`config.mk`:
```
export PLATFORM = sky130hd
export DESIGN_NAME = statement_complete_scanner
export DESIGN_NICKNAME = d
export VERILOG_FILES = /design/src/design/scs_pkg.sv /design/src/design/scs_step.sv /design/src/design/scs_out_buf.sv /design/src/design/statement_complete_scanner.sv
export SDC_FILE = /design/constraint.sdc
export NUM_CORES = 1
export LEC_CHECK = 0
export CELL_PAD_IN_SITES_DETAIL_PLACEMENT = 1
export CELL_PAD_IN_SITES_GLOBAL_PLACEMENT = 2
export CORE_UTILIZATION = 39
export CTS_CLUSTER_DIAMETER = 30
export DETAILED_ROUTE_END_ITERATION = 16
export DONT_BUFFER_PORTS = 1
export PLACE_DENSITY = 0.9
export SETUP_SLACK_MARGIN = 0.2
export SLEW_MARGIN = 10
export SYNTH_ARGS = -nofsm -noshare
export SYNTH_HDL_FRONTEND = slang
export SYNTH_SLANG_ARGS = --single-unit
export TNS_END_PERCENT = 5
```
`constraint.sdc`:
```
create_clock -name clk -period 2.6 [get_ports clk]
set_input_delay 0.13 -clock clk [delete_from_list [all_inputs] [get_ports clk]]
set_output_delay 0.13 -clock clk [all_outputs]
set_load 0.01 [all_outputs]
```
`src/design/scs_pkg.sv`:
```
// ---------------------------------------------------------------------------
// scs_pkg: shared types and constants for the statement completeness scanner
// Scan state encoding, character codes and the result record.
// ---------------------------------------------------------------------------
package scs_pkg;

	// scanner state
	typedef enum logic [2:0] {
		ST_NORMAL    = 3'd0,
		ST_SLASH     = 3'd1,
		ST_DASH      = 3'd2,
		ST_BLOCK     = 3'd3,
		ST_BLOCKSTAR = 3'd4,
		ST_LINE      = 3'd5,
		ST_STR       = 3'd6,
		ST_STRESC    = 3'd7
	} scan_state_t;

	// character codes
	localparam logic [7:0] CH_SEMI   = 8'h3B;
	localparam logic [7:0] CH_QUOTE  = 8'h22;
	localparam logic [7:0] CH_BSLASH = 8'h5C;
	localparam logic [7:0] CH_SLASH  = 8'h2F;
	localparam logic [7:0] CH_STAR   = 8'h2A;
	localparam logic [7:0] CH_DASH   = 8'h2D;
	localparam logic [7:0] CH_LF     = 8'h0A;
	localparam logic [7:0] CH_CR     = 8'h0D;
	localparam logic [7:0] CH_TAB    = 8'h09;
	localparam logic [7:0] CH_FF     = 8'h0C;
	localparam logic [7:0] CH_SPACE  = 8'h20;

	// one result transaction
	typedef struct packed {
		logic complete;
		logic fin;
	} scs_result_t;

endpackage

```
`src/design/scs_step.sv`:
```
// ---------------------------------------------------------------------------
// scs_step: per-byte scan logic
// Computes next scan state, next completeness flag and the verdict for
// one input byte, given the current state.
// ---------------------------------------------------------------------------
module scs_step (
	input  scs_pkg::scan_state_t state,
	input  logic                 flag,
	input  logic [7:0]           ch,
	output scs_pkg::scan_state_t state_nxt,
	output logic                 flag_nxt,
	output logic                 verdict
);

	// state after a byte seen in normal text
	function automatic scs_pkg::scan_state_t normal_state(input logic [7:0] c);
		scs_pkg::scan_state_t s;
		begin
			case (c)
				scs_pkg::CH_SLASH: s = scs_pkg::ST_SLASH;
				scs_pkg::CH_DASH:  s = scs_pkg::ST_DASH;
				scs_pkg::CH_QUOTE: s = scs_pkg::ST_STR;
				default:           s = scs_pkg::ST_NORMAL;
			endcase
			return s;
		end
	endfunction

	// flag after a byte seen in normal text
	function automatic logic normal_flag(input logic [7:0] c, input logic f);
		logic r;
		begin
			case (c)
				scs_pkg::CH_SEMI: r = 1'b1;
				scs_pkg::CH_SPACE, scs_pkg::CH_CR, scs_pkg::CH_TAB,
				scs_pkg::CH_LF, scs_pkg::CH_FF,
				scs_pkg::CH_SLASH, scs_pkg::CH_DASH, scs_pkg::CH_QUOTE: r = f;
				default: r = 1'b0;
			endcase
			return r;
		end
	endfunction

	// next state
	always_comb begin
		unique case (state)
			scs_pkg::ST_NORMAL: state_nxt = normal_state(ch);
			scs_pkg::ST_SLASH:
				state_nxt = (ch == scs_pkg::CH_STAR) ? scs_pkg::ST_BLOCK : normal_state(ch);
			scs_pkg::ST_DASH:
				state_nxt = (ch == scs_pkg::CH_DASH) ? scs_pkg::ST_LINE : normal_state(ch);
			scs_pkg::ST_BLOCK:
				state_nxt = (ch == scs_pkg::CH_STAR) ? scs_pkg::ST_BLOCKSTAR : scs_pkg::ST_BLOCK;
			scs_pkg::ST_BLOCKSTAR: begin
				if (ch == scs_pkg::CH_SLASH)
					state_nxt = scs_pkg::ST_SLASH;
				else if (ch == scs_pkg::CH_STAR)
					state_nxt = scs_pkg::ST_BLOCKSTAR;
				else
					state_nxt = scs_pkg::ST_BLOCK;
			end
			scs_pkg::ST_LINE:
				state_nxt = (ch == scs_pkg::CH_LF) ? scs_pkg::ST_NORMAL : scs_pkg::ST_LINE;
			scs_pkg::ST_STR: begin
				if (ch == scs_pkg::CH_BSLASH)
					state_nxt = scs_pkg::ST_STRESC;
				else if (ch == scs_pkg::CH_QUOTE)
					state_nxt = scs_pkg::ST_NORMAL;
				else
					state_nxt = scs_pkg::ST_STR;
			end
			scs_pkg::ST_STRESC: state_nxt = scs_pkg::ST_STR;
			default:            state_nxt = scs_pkg::ST_NORMAL;
		endcase
	end

	// flag update and verdict
	always_comb begin
		unique case (state)
			scs_pkg::ST_NORMAL: flag_nxt = normal_flag(ch, flag);
			scs_pkg::ST_SLASH:
				flag_nxt = (ch == scs_pkg::CH_STAR) ? flag : normal_flag(ch, flag);
			scs_pkg::ST_DASH:
				flag_nxt = (ch == scs_pkg::CH_DASH) ? flag : normal_flag(ch, flag);
			scs_pkg::ST_STR:
				flag_nxt = (ch == scs_pkg::CH_QUOTE) ? 1'b0 : flag;
			default: flag_nxt = flag;
		endcase
		case (state_nxt) inside
			scs_pkg::ST_BLOCK, scs_pkg::ST_BLOCKSTAR,
			scs_pkg::ST_STR, scs_pkg::ST_STRESC: verdict = 1'b0;
			default:                             verdict = flag_nxt;
		endcase
	end

endmodule

```
`src/design/scs_out_buf.sv`:
```
// ---------------------------------------------------------------------------
// scs_out_buf: result register
// Holds one result transaction until the consumer takes it; reports when
// a new result can be loaded in the same cycle.
// ---------------------------------------------------------------------------
module scs_out_buf (
	input  logic                clk,
	input  logic                arst_n,
	input  logic                load,
	input  scs_pkg::scs_result_t load_data,
	output logic                can_load,
	output logic                out_valid,
	input  logic                out_ready,
	output scs_pkg::scs_result_t out_data
);

	logic                 valid_q;
	scs_pkg::scs_result_t data_q;

	// free when empty or being drained this cycle
	assign can_load  = !valid_q || out_ready;
	assign out_valid = valid_q;
	assign out_data  = data_q;

	// valid flag
	always_ff @(posedge clk or negedge arst_n) begin
		if (!arst_n)
			valid_q <= 1'b0;
		else if (load)
			valid_q <= 1'b1;
		else if (out_ready)
			valid_q <= 1'b0;
	end

	// payload
	always_ff @(posedge clk) begin
		if (load)
			data_q <= load_data;
	end

endmodule

```
`src/design/statement_complete_scanner.sv`:
```
// ---------------------------------------------------------------------------
// statement_complete_scanner: statement completeness scanner
// Scans statement text one byte per transaction and reports whether the
// text so far ends in a semicolon followed only by whitespace or comments.
// ---------------------------------------------------------------------------
//  channel | handshake           | payload
//  --------+---------------------+------------------------------
//  input   | in_valid, in_ready   | text_byte[7:0], final_byte
//  output  | out_valid, out_ready | complete_so_far, final_out
//
// One byte per cycle unless stalled; its result appears in the output
// register in the cycle after acceptance. The scan state update is a
// single combinational step. Reset empties the output register and sets
// the scanner to normal text with the complete flag set. A stalled output
// blocks input only while the output register is full and not being drained.
module statement_complete_scanner (
	input  logic       clk,
	input  logic       arst_n,
	input  logic       in_valid,
	output logic       in_ready,
	input  logic [7:0] text_byte,
	input  logic       final_byte,
	output logic       out_valid,
	input  logic       out_ready,
	output logic       complete_so_far,
	output logic       final_out
);

	scs_pkg::scan_state_t state_q;
	scs_pkg::scan_state_t state_nxt;
	logic                 flag_q;
	logic                 flag_nxt;
	logic                 verdict;
	logic                 in_accept;
	logic                 can_load;
	scs_pkg::scs_result_t res;
	scs_pkg::scs_result_t res_out;

	assign in_ready  = can_load;
	assign in_accept = in_valid && can_load;

	// per-byte scan logic
	scs_step u_step (
		.state     (state_q),
		.flag      (flag_q),
		.ch        (text_byte),
		.state_nxt (state_nxt),
		.flag_nxt  (flag_nxt),
		.verdict   (verdict)
	);

	// scanner state, back to reset after the last byte
	always_ff @(posedge clk or negedge arst_n) begin
		if (!arst_n) begin
			state_q <= scs_pkg::ST_NORMAL;
			flag_q  <= 1'b1;
		end else if (in_accept) begin
			if (final_byte) begin
				state_q <= scs_pkg::ST_NORMAL;
				flag_q  <= 1'b1;
			end else begin
				state_q <= state_nxt;
				flag_q  <= flag_nxt;
			end
		end
	end

	assign res.complete = verdict;
	assign res.fin      = final_byte;

	// result register
	scs_out_buf u_out (
		.clk       (clk),
		.arst_n    (arst_n),
		.load      (in_accept),
		.load_data (res),
		.can_load  (can_load),
		.out_valid (out_valid),
		.out_ready (out_ready),
		.out_data  (res_out)
	);

	assign complete_so_far = res_out.complete;
	assign final_out       = res_out.fin;

	// last byte returns the scanner to its reset state
	a_final_reset: assert property (@(posedge clk) disable iff (!arst_n)
		in_accept && final_byte |=> state_q == scs_pkg::ST_NORMAL && flag_q)
		else $error("scanner not reset after last byte");

	// every accepted byte yields a pending result
	a_result_loaded: assert property (@(posedge clk) disable iff (!arst_n)
		in_accept |=> out_valid && final_out == $past(final_byte))
		else $error("result missing after accepted byte");

	// open comment or string never reports complete
	a_open_incomplete: assert property (@(posedge clk) disable iff (!arst_n)
		in_accept && !final_byte |=>
			!(state_q == scs_pkg::ST_BLOCK || state_q == scs_pkg::ST_BLOCKSTAR ||
			  state_q == scs_pkg::ST_STR || state_q == scs_pkg::ST_STRESC) ||
			!complete_so_far)
		else $error("complete reported inside comment or string");

	// full, stalled result register blocks input
	a_stall_blocks: assert property (@(posedge clk) disable iff (!arst_n)
		out_valid && !out_ready |-> !in_ready)
		else $error("input taken while result register full");

endmodule

```
Word level (Yosys, flattened, before mapping)
Index checks and enable logic that the tools add are counted.
W data, S select, Z words.
{ "totals": {"ff_bits": 7, "inputBits": 13, "output_inout_bits": 4, "wordCells": 53} }
{ "op_classes": {"n_eq_ne": 22, "muxes": 19, "reduce_logical": 7} }
{ "op_table": {"columns": ["operator", "n"], "rows": [
  ["$eq A8 B6 Y1 const B", 6],
  ["$eq A8 B4 Y1 const B", 4],
  ["$mux W3", 8],
  ["$pmux W3 S8", 1],
  ["$eq A3 B3 Y1 const B", 7],
  ["$eq A3 B2 Y1 const B", 3],
  ["$pmux W3 S3", 1],
  ["$eq A8 B7 Y1 const B", 1],
  ["$reduce_or A8 Y1", 1],
  ["$mux W1", 6],
  ["$pmux W3 S2", 1],
  ["$pmux W1 S4", 1],
  ["$reduce_or A4 Y1", 1],
  ["$eq A3 B1 Y1 const B", 1],
  ["$logic_not A3 Y1", 1],
  ["$pmux W1 S2", 1],
  ["$reduce_bool A2 Y1", 1],
  ["$logic_and A1 B1 Y1", 1],
  ["$logic_not A1 Y1", 1],
  ["$logic_or A1 B1 Y1", 1]
]} }

Logic depth before layout (Yosys ltp)
Gate-level depths: netlist of the first run.
{ "depth": {"word_depth": 6, "depth_mapped": 7, "ltp_nobuf": 6} }

By module
A second synthesis of the first run with hierarchy kept.
{ "unflattened": {"hier_cells": 94, "area_unflattened_um2": 842.1} }
{ "modules_own_cells": {"columns": ["module", "n_inst", "cells_each", "area_each_um2", "seq_area_each_um2"], "rows": [
  ["scs_step", 1, 74, 544.3, 0.0],
  ["statement_complete_scanner", 1, 15, 190.2, 101.3],
  ["scs_out_buf", 1, 5, 107.6, 85.1]
]} }

Least setup slack after synthesis of the first run
Ideal clock, no wire load.
{ "synth_timing": {"path_type": "in2reg", "from": "input port text_byte[2]", "to": "register u_out.data_q (netlist bit u_out.out_data[1]), data pin", "arrival_time_ns": 1.501, "required_ns": 2.326, "setup_slack_ns": 0.825, "cell_stages": 7, "cell_sequence": "buf_6 -> or4b_4 -> a2111oi_2 -> o21ai_1 -> and3_1 -> nor2_1 -> a221oi_2"} }
{ "synth_via": {"elab_chain_cells": 6, "word_cells_on_any_way": 32, "classes_between": "eq/ne (15); mux (15); reduce/logical (2)"} }
{ "synth_lines": {"columns": ["element", "line", "source"], "rows": [
  ["from (decl)", "statement_complete_scanner.sv:21", "input logic [7:0] text_byte,"],
  ["$eq A8 B6 Y1, on equally long branches", null, null],
  ["$pmux W3 S3, or another cell as far along", "scs_step.sv:19", "case (c)"],
  ["$mux W3, on equally long branches", null, null],
  ["$pmux W3 S8", "scs_step.sv:46", "unique case (state)"],
  ["$eq A3 B3 Y1 (no line) / $eq A3 B2 Y1 (equally long branches)", null, null],
  ["$reduce_or A4 Y1", "scs_step.sv:89", "case (state_nxt) inside"],
  ["to (signal assigned)", "scs_out_buf.sv:38", "data_q <= load_data;"],
  ["to (decl)", "scs_out_buf.sv:18", "scs_pkg::scs_result_t data_q;"]
]} }
Parallel ways exist; a longest one is shown, timed or not.
A chain may end at the register's enable or synchronous reset.

Worst setup path in the final report of the first run
{ "layout_timing": {"from": "register state_q[2]", "to": "register u_out.data_q (netlist bit u_out.out_data[1]), data pin"} }
{ "layout_via": {"elab_chain_cells": 4, "word_cells_on_any_way": 15, "classes_between": "eq/ne (11); mux (2); reduce/logical (2)"} }
{ "layout_lines": {"columns": ["element", "line", "source"], "rows": [
  ["from (decl)", "statement_complete_scanner.sv:29", "scs_pkg::scan_state_t state_q;"],
  ["from (signal assigned)", "statement_complete_scanner.sv:55", "state_q <= scs_pkg::ST_NORMAL;"],
  ["from (signal assigned)", "statement_complete_scanner.sv:59", "state_q <= scs_pkg::ST_NORMAL;"],
  ["from (signal assigned)", "statement_complete_scanner.sv:62", "state_q <= state_nxt;"],
  ["$eq A3 B3 Y1, or another cell as far along", "scs_step.sv:46", null],
  ["$pmux W3 S8", "scs_step.sv:46", null],
  ["$eq A3 B3 Y1 (no line) / $eq A3 B2 Y1 (equally long branches)", null, null],
  ["$reduce_or A4 Y1", "scs_step.sv:89", null]
]} }
Parallel ways exist; a longest one is shown, timed or not.

==> results of run 1 <==
==> sequential cells by signal (all words and copies together) (netlist names) <==
| name | count |
|---|---|
| state_q | 3 |
| flag_q | 1 |
| u_out.out_valid | 1 |
| u_out.out_data | 2 |
==> cells in the mapped netlist (3+ instances only) <==
master / instances / area, sq um
nor2b_1: 3 / 18.8
a31oi_1: 4 / 25.0
clkbuf_1: 4 / 15.0
or3_1: 3 / 18.8
a22o_1: 3 / 26.3
dfrtp_1: 4 / 100
nor2_1: 6 / 22.5
nand2_1: 7 / 26.3
buf_2: 4 / 20.0
o21ai_0: 3 / 15.0
==> what timing repair did <==
item,4_1_cts,5_1_grt
endpoints found under the hold margin,7,0
buffers inserted,0,0
endpoints found under the setup margin,0,0
hold buffers,2,0
==> power by group through the flow <==
| stage | Clock, uW | Combinational, uW | Sequential [uW] |
|---|---|---|---|
| detailed placement | 0 | 39.2 | 130 |
| CTS | 99.3 | 43.7 | 128 |
| global route | 107 | 48.5 | 129 |
| global placement | 0 | 37.8 | 130 |
| finish | 97.2 | 43.4 | 128 |
| floorplan | 0 | 45.5 | 127 |
==> how the worst min path moves through the flow <==
stage | depth (start not counted) | to
after CTS | 1 | u_out.out_valid
final | 1 | u_out.out_valid
after detailed placement | 0 | u_out.out_valid
after global placement | 0 | state_q[1]
after floorplan | 0 | state_q[0]
after global routing | 1 | u_out.out_valid
==> kinds of logic after synthesis <==
logic type / after synthesis
and+or+nand+nor: 42
DFF: 7
AOI/OAI and AO/OA: 31
xor gates and xnor gates: 2
buffers and inverters: 11
==> metal layers <==
metal | up-vias | GRT usage [%] | part of all wire [%]
met3 | 2 | 3.77 | 3.0
met1 | 355 | 24.9 | 44
met2 | 20 | 36.8 | 52
met5 | - | 0 | 0
li1 | 365 | - | -
met4 | 0 | 8.33 | 1.2
==> stage by stage <==
step	utilization, %	area [sq um]	hold slack, ns	power (uW)	std cells
after floorplan	-	820	-0.166	172	93
after global placement	41.1	807	-0.165	168	111
after detailed placement	41.1	807	-0.165	169	111
after CTS	43.5	853	0.0149	271	117
after global routing	43.5	853	0.00523	285	117
final	43.5	853	0.0128	269	117
==> placed cells by master, fill, tap and decap left out, types with 2 or more instances in the layout <==
cell and instances:
nor2b_1 3, o31ai_1 2, dlygate4sd3_1 2, nor4bb_1 2
inv_1 2, a21oi_1 2, nor4b_1 2, a22o_1 3
nand4b_1 2, dfrtp_1 4, xnor2_1 2, or4b_4 2
nand2b_1 2, and2_1 2, nor2_1 6, edfxtp_1 2
nand2_1 7, clkbuf_4 3, or3_1 3, o21ai_0 3
and3_1 2, nand4_1 2, a31oi_1 4
==> layout make-up <==
cell class | instances | area share [%]
flip-flops and latches | 7 | 21.8
well taps | 27 | 3.96
inverters | 2 | 0.880
clock buffers | 4 | 3.08
repair buffers | 2 | 2.35
multi-input cells | 75 | 67.9
==> out/results.tsv, run 1 <==
stage	metric	value	unit
clocking	CTS sink cnt	7	
power	Pwr Density	315	nW/um^2
clocking	CTS buffer count	3	
worst_setup_path	Worst setup EP type	flip-flop	
timing	Slew HR	63.0	%
power	Psw	68.2	uW
routing	vias per std cell	6.34	
synth	Synth cell types	49	
worst_setup_path	Buf/Inv on CP	0	
synth	synthesized instance count	93	
cells_and_area	Antenna diodes	0	
die	Die Height	47.8	um
global_routing	initial antenna violation count	0	
job	max-cap violations	0	
synth	async set or reset register ratio after synthesis	71.4	%
worst_setup_path	Setup crit end	u_out.out_data[1]	
clocking	Clock Path Buffers	2	
timing	Hold Fails Final Rpt	0	
synth	synthesized area per cell	8.81	sq um
timing	fmax	0.495	GHz
die	die area	2290	sq um
synth	largest family of logic cells by synthesized area	simple AND/OR/NAND/NOR gates	
routing	number of remaining DRC errors	0	
cells_and_area	Register Area	186	sq um
synth	post-synthesis mux area share	0	%
hold_path	min-delay src	in_valid	
global_routing	Overall Global Routing Usage	20.9	%
placed_design	Port Buffers	0	
synth	Synth Area in Adders	0	%
timing	Final Slew Violations	0	
worst_setup_path	internal reg-to-reg setup slack	0.58	ns
timing	min Tclk post-route	2.02	ns
synth	Simple-Gate Fraction of Synth Area	36.6	%
placed_design	worst slack, placed	0.587	ns
worst_setup_path	CP Data Required Time	2.58	ns
routing	1st-pass router iterations	4	
die	Core Region	1960	sq um
routing	antenna-violating nets left	0	
synth	most used flip-flop cell after synthesis	dfrtp_1	
timing	Clock Skew	0.00178	ns
die	initial core utilization	41.8	%
worst_setup_path	CP Launch Point	state_q[2]	
routing	DR iter-0 viols	9	
worst_setup_path	Worst Path Max Fanout	19	
die	IO Pins	17	
power	maximum vdd drop	0.121	mV
power	Internal Power	201	uW
die	row count	16	
timing	unrepaired setup endpoints after global routing	false	
clocking	CTS resizes	0	
worst_setup_path	cells along the critical path	or3b_1 > o211ai_1 > o2111ai_1 > and3_1 > nor2_1 > a221oi_2	
power	clock share of power	36.1	%
synth	sequential share of the synthesized area	22.7	%
timing	final worst slack	0.582	ns
timing	final setup vio count	0	
clocking	Worst-path clk slew	0.05	ns
power	sw frac	25.3	%
cells_and_area	share of layout cells above drive strength 1	13.3	%
worst_setup_path	reg2reg start	state_q[2]	
worst_setup_path	worst path arrival time	2.00	ns
worst_setup_path	cells on worst reg2reg path	6	
synth	Post-synth EDFFs	2	
worst_setup_path	CP max stage cell	dfrtp_1	
clocking	CTS tree	built	
global_routing	first-pass GRT wire length	3.30	mm
run_status	status	finished clean	
placed_design	GPL Wtd Cong	0.793	
worst_setup_path	reg-to-reg endpoint	u_out.out_data[1]	
worst_setup_path	crit-path max cell delay	0.67	ns
cells_and_area	final net count	104	
global_routing	vias in the first global route	708	
synth	Compound-Gate Fraction of Synth Area	31.9	%
synth	syn_nets	106	
worst_setup_path	Worst path depth	6	
routing	wire length per cell after detailed routing	18.5	um
placed_design	DPL Wire Length	1.65	mm
cells_and_area	area occupied by multi-input gates	579	sq um
synth	mapped cell area	820	sq um
power	Gate power share	16.1	%
synth	Yosys reg bits	7	
global_routing	pin count of the biggest net entering global routing	20	
synth	Post-Synth XOR/XNOR Area	2.14	%
clocking	H-Tree Depth	1	
power	Seq pwr share	47.7	%
power	Leak	0.000268	uW
worst_setup_path	crit-path leading delay family	simple AND/OR/NAND/NOR gates	
global_routing	GRT overflow	0	
worst_setup_path	Worst setup SP type	flip-flop	
timing	Worst-Margin Slew	0.555	ns
routing	vias	742	
clocking	root buf cell	clkbuf_4	
worst_setup_path	Crit Path Category	reg2reg	
cells_and_area	Fillers	247	
timing	crit share post-route	77.6	%
die	Die W	47.8	um
synth	Warnings, synthesis	0	
cells_and_area	Layout area overhead	4.12	%
clocking	Clk Latency, worst-skew pair	0.25	ns
hold_path	Hold Crit Class	in2reg	
routing	drt total wl	2.17	mm
timing	setup TNS	0	ns
No activity file was read; power rests on OpenSTA's default activity.
==> inputs of run 2 (changes only) <==
- CORE_UTILIZATION: 39 -> 36
- PLACE_DENSITY: 0.9 -> 0.85
- clock period: 2.6 -> 1.9 ns (I/O delays scaled with it)
==> out/results.tsv, run 2 (synthesis gave the netlist of run 1 again) <==
stage	metric	value	unit
clocking	H-Tree Depth	1	
clocking	Clk Latency, worst-skew pair	0.26	ns
clocking	Clock Path Buffers	2	
power	maximum vdd drop	0.301	mV
global_routing	initial antenna violation count	0	
placed_design	Cell Area, Placed	870	sq um
worst_setup_path	worst path arrival time	1.88	ns
die	Core Region	2040	sq um
routing	wire length per cell after detailed routing	20.0	um
worst_setup_path	CP Data Required Time	1.99	ns
cells_and_area	post-route cell area	1030	sq um
power	Pwr Density	375	nW/um^2
global_routing	pin count of the biggest net entering global routing	15	
worst_setup_path	Crit Path Category	reg2reg	
run_status	status	finished clean	
timing	unrepaired setup endpoints after global routing	true	
clocking	root buf cell	clkbuf_4	
cells_and_area	Antenna diodes	0	
cells_and_area	Largest Register	state_q	
worst_setup_path	crit-path max cell delay	0.56	ns
timing	Slew HR	74.9	%
routing	vias per std cell	6.48	
timing	setup TNS	0	ns
worst_setup_path	CP max stage cell	or4b_1	
timing	Final Slew Violations	0	
cells_and_area	Register Area	190	sq um
placed_design	worst slack, placed	0.0426	ns
global_routing	GRT overflow	0	
worst_setup_path	Worst setup EP type	flip-flop	
cells_and_area	most frequent cells in the layout	buf_4, nand2_1, nor2_1, a31oi_1	
global_routing	vias in the first global route	920	
cells_and_area	area occupied by multi-input gates	624	sq um
cells_and_area	max reg flops	3	
timing	final worst slack	0.105	ns
routing	DR iter-0 viols	24	
clocking	Worst-path clk slew	0.06	ns
routing	antenna-violating nets left	0	
global_routing	first-pass GRT wire length	4.20	mm
hold_path	Hold Crit Class	in2reg	
routing	1st-pass router iterations	4	
die	Die Height	49.7	um
routing	vias	849	
placed_design	Port Buffers	0	
timing	Clock Skew	0.00387	ns
clocking	CTS buffer count	3	
cells_and_area	Fillers	246	
worst_setup_path	Worst Path Max Fanout	5	
timing	crit share post-route	94.5	%
die	row count	16	
power	Total Power	387	uW
cells_and_area	share of layout cells above drive strength 1	31.7	%
power	Leak	0.000336	uW
die	Die W	49.7	um
job	max-cap violations	0	
timing	min Tclk post-route	1.80	ns
worst_setup_path	cells along the critical path	buf_4 > nand4b_1 > or4b_1 > a221oi_2	
timing	final setup vio count	0	
placed_design	DPL Wire Length	1.79	mm
cells_and_area	final net count	118	
die	initial core utilization	40.1	%
clocking	CTS tree	built	
clocking	CTS sink cnt	7	
cells_and_area	commonest non-fill, non-tap cell in the layout	buf_4	
timing	fmax	0.557	GHz
cells_and_area	Layout area overhead	26.0	%
die	die area	2470	sq um
routing	number of remaining DRC errors	0	
worst_setup_path	Worst setup SP type	flip-flop	
timing	Hold Fails Final Rpt	0	
placed_design	GPL Wtd Cong	0.822	
timing	Worst-Margin Slew	0.372	ns
global_routing	Overall Global Routing Usage	22.5	%
die	IO Pins	17	
routing	drt total wl	2.62	mm
[run 2: report_power, final]
group          switching [uW]  total (uW)  internal, uW
clock                    60.8         141          80.5
combinational            36.0        72.4          36.3
sequential               7.66         173           166
total                     104         387           283
[run 2: area by class of cell]
class / instances / area share (%)
timing repair buffer: 16 / 14.5
sequential: 7 / 18.4
tap: 27 / 3.27
multi-input combinational: 75 / 60.5
inverter: 2 / 0.727
clock buffer: 4 / 2.55
[run 2: what timing repair did]
item,4_1_cts,5_1_grt
pin swaps,3,5
hold endpoints to repair,8,0
cloned,0,0
gates resized for setup,7,3
hold buffers,3,0
setup buffers,5,3
setup endpoints to repair,2,4
[run 2: per-stage QoR]
stage | utilization, % | cells | hold slack, ns
final | 50.6 | 131 | 0.0984
after global routing | 50.6 | 131 | 0.121
after global placement | 42.6 | 116 | -0.200
after detailed placement | 42.6 | 116 | -0.200
after floorplan | - | 93 | -0.201
after CTS | 49.2 | 128 | 0.0935
[run 2: worst paths after layout]
check	start	end	slack, ns	cells after the start
min in group asynchronous	arst_n	state_q[0]	0.14	1
max in group asynchronous	arst_n	flag_q	1.49	1
worst max register to register	state_q[2]	u_out.out_data[1]	0.10	4
worst min register to register	flag_q	flag_q	0.52	2
worst max-delay path	state_q[2]	u_out.out_data[1]	0.10	4
worst min-delay path	final_byte	flag_q	0.1	3
[run 2: routing by layer]
metal	vias up	global-route usage, %	routed length [um]
li1	395	-	-
met1	424	26.4	1080
met2	30	40.8	1380
met3	0	5.56	157
met4	0	4.76	0
met5	-	0	0
[run 2: critical path: cells and delay by family (launching register included)]
kind	cells	cell delay, ns
AND/OR/NAND/NOR	2	0.71
AO/OA/AOI/OAI	1	0.30
buffers and inverters	1	0.15
flip-flops	1	0.46
==> inputs of run 3 (changes only) <==
- ABC_AREA: not set -> 1
- CORE_UTILIZATION: 36 -> 30
- SETUP_SLACK_MARGIN: 0.2 -> 0.3
==> out/results.tsv, run 3 <==
stage	metric	value	unit
hold_path	min-delay src	in_valid	
worst_setup_path	CP Data Required Time	2.01	ns
worst_setup_path	internal reg-to-reg setup slack	0.36	ns
worst_setup_path	Crit Path Category	reg2reg	
clocking	H-Tree Depth	1	
synth	Synth top cells by count	nand2_1, nor2_1, inv_1	
timing	unrepaired setup endpoints after global routing	false	
synth	async set or reset register ratio after synthesis	71.4	%
power	Pwr Density	396	nW/um^2
synth	share of the synthesized area in the top cell type	23.5	%
clocking	root buf cell	clkbuf_4	
worst_setup_path	Worst setup SP type	flip-flop	
cells_and_area	Antenna diodes	0	
global_routing	GRT overflow	0	
clocking	CTS sink cnt	7	
synth	Synth cell types	22	
cells_and_area	Fillers	354	
timing	Clock Skew	0.00762	ns
global_routing	vias in the first global route	835	
worst_setup_path	worst path arrival time	1.65	ns
die	initial core utilization	32.3	%
placed_design	Port Buffers	0	
cells_and_area	most frequent cells in the layout	nand2_1, nor2_1, inv_1, nand3_1	
worst_setup_path	reg-to-reg endpoint	u_out.out_data[1]	
synth	synthesized instance count	145	
die	row count	18	
routing	vias per std cell	4.81	
timing	fmax	0.650	GHz
clocking	Clk Latency, worst-skew pair	0.25	ns
synth	mapped cell area	815	sq um
global_routing	initial antenna violation count	0	
routing	vias	880	
synth	Post-synth EDFFs	2	
cells_and_area	share of layout cells above drive strength 1	20.9	%
cells_and_area	post-route cell area	937	sq um
synth	top cells by area, synth	nand2_1, nor2_1, dfrtp_1, inv_1, edfxtp_1	
placed_design	Cell Area, Placed	847	sq um
timing	setup TNS	0	ns
cells_and_area	Layout area overhead	15.1	%
timing	Hold Fails Final Rpt	0	
synth	Yosys reg bits	7	
clocking	CTS tree	built	
cells_and_area	final net count	167	
run_status	status	finished clean	
cells_and_area	max reg flops	3	
worst_setup_path	Worst Path Max Fanout	5	
synth	synthesized area per cell	5.62	sq um
die	Die W	54.1	um
hold_path	Hold Path Depth	2	
placed_design	GPL Wtd Cong	0.810	
synth	count leader, synth	nand2_1	
clocking	CTS buffer count	3	
synth	most used flip-flop cell after synthesis	dfrtp_1	
die	IO Pins	17	
cells_and_area	area occupied by multi-input gates	559	sq um
synth	Warnings, synthesis	0	
timing	final setup vio count	0	
worst_setup_path	cells on worst reg2reg path	11	
worst_setup_path	Worst setup EP type	flip-flop	
worst_setup_path	reg2reg start	state_q[0]	
routing	drt total wl	2.22	mm
routing	antenna-violating nets left	0	
clocking	Clock Path Buffers	2	
global_routing	pin count of the biggest net entering global routing	10	
worst_setup_path	crit-path max cell delay	0.45	ns
worst_setup_path	most used cell, CP	nand2_1	
timing	min Tclk post-route	1.54	ns
job	max-cap violations	0	
die	Core Region	2520	sq um
routing	wire length per cell after detailed routing	12.1	um
worst_setup_path	Buf/Inv on CP	1	
synth	largest area contributor in the netlist	nand2_1	
worst_setup_path	CP max stage cell	dfrtp_2	
die	Die Height	54.1	um
timing	Final Slew Violations	0	
global_routing	Overall Global Routing Usage	16.4	%
global_routing	first-pass GRT wire length	3.46	mm
routing	1st-pass router iterations	4	
routing	number of remaining DRC errors	0	
cells_and_area	Register Area	190	sq um
cells_and_area	Largest Register	state_q	
worst_setup_path	cells along the critical path	inv_4 > nand2_2 > nor2_4 > nand3_1 > nand3_1 > nor2_1 > nand2_1 > nand2_1 > nand2_1 > nand2_1 > nor2_1	
placed_design	DPL Wire Length	1.87	mm
synth	syn_nets	158	
worst_setup_path	crit-path leading delay family	simple AND/OR/NAND/NOR gates	
timing	crit share post-route	81.0	%
die	die area	2930	sq um
clocking	Worst-path clk slew	0.06	ns
synth	sequential share of the synthesized area	22.9	%
timing	Slew HR	80.2	%
hold_path	Worst Hold Path EP	u_out.out_valid	
routing	DR iter-0 viols	8	
timing	Worst-Margin Slew	0.295	ns
power	Leak	0.000504	uW
cells_and_area	commonest non-fill, non-tap cell in the layout	nand2_1	
power	maximum vdd drop	0.401	mV
hold_path	Hold Crit Class	in2reg	
-- run 3: routing by layer --
layer | routed length (um) | up-vias | global-route usage, %
li1 | - | 464 | -
met1 | 1030 | 399 | 21.4
met2 | 1100 | 13 | 29.0
met3 | 60 | 4 | 1.41
met4 | 29 | 0 | 3.85
met5 | 0 | - | 0
-- run 3: where the power goes --
group / internal (uW) / switching [uW]
logic: 20.8 / 40.3
clock network: 80.2 / 55.3
registers: 167 / 7.18
total: 268 / 103
-- run 3: worst max-delay path by stage --
stage	cells past startpoint	from	to	slack [ns]
2_1_floorplan	11	state_q[2]	u_out.out_data[1]	0.50
3_3_place_gp	10	state_q[2]	u_out.out_data[1]	0.32
3_5_place_dp	10	state_q[2]	u_out.out_data[1]	0.30
4_1_cts	10	state_q[2]	u_out.out_data[1]	0.34
5_1_grt	11	state_q[0]	u_out.out_data[1]	0.29
6_report	11	state_q[0]	u_out.out_data[1]	0.36
-- run 3: kinds of logic after synthesis --
group,synth area share (%)
and+or+nand+nor,60.8
buffers and inverters,10.3
AOI/OAI and AO/OA,5.99
DFF,22.9
-- run 3: cell type report --
cell class	instances	area share, %
Tap cell	30	4.01
Clock buffer	4	2.80
Inverter	21	8.68
Timing Repair Buffer	5	4.54
Multi-Input combinational cell	116	59.7
Sequential cell	7	20.3
-- run 3: repair_timing --
item	CTS	global route
setup endpoints to repair	1	1
setup buffers	0	3
hold buffers	2	0
pin swaps	0	2
gates resized for setup	1	7
hold endpoints to repair	6	0
-- run 3: through the flow --
stage | util, % | hold slack [ns] | setup slack [ns] | power, uW | cells
3_5_place_dp | 33.6 | -0.201 | 0.304 | 233 | 174
6_report | 37.2 | 0.0105 | 0.361 | 371 | 183
3_3_place_gp | 33.6 | -0.200 | 0.321 | 230 | 174
5_1_grt | 37.2 | 0.0101 | 0.288 | 395 | 183
4_1_cts | 35.5 | 0.00159 | 0.339 | 379 | 180
2_1_floorplan | - | -0.201 | 0.499 | 221 | 145
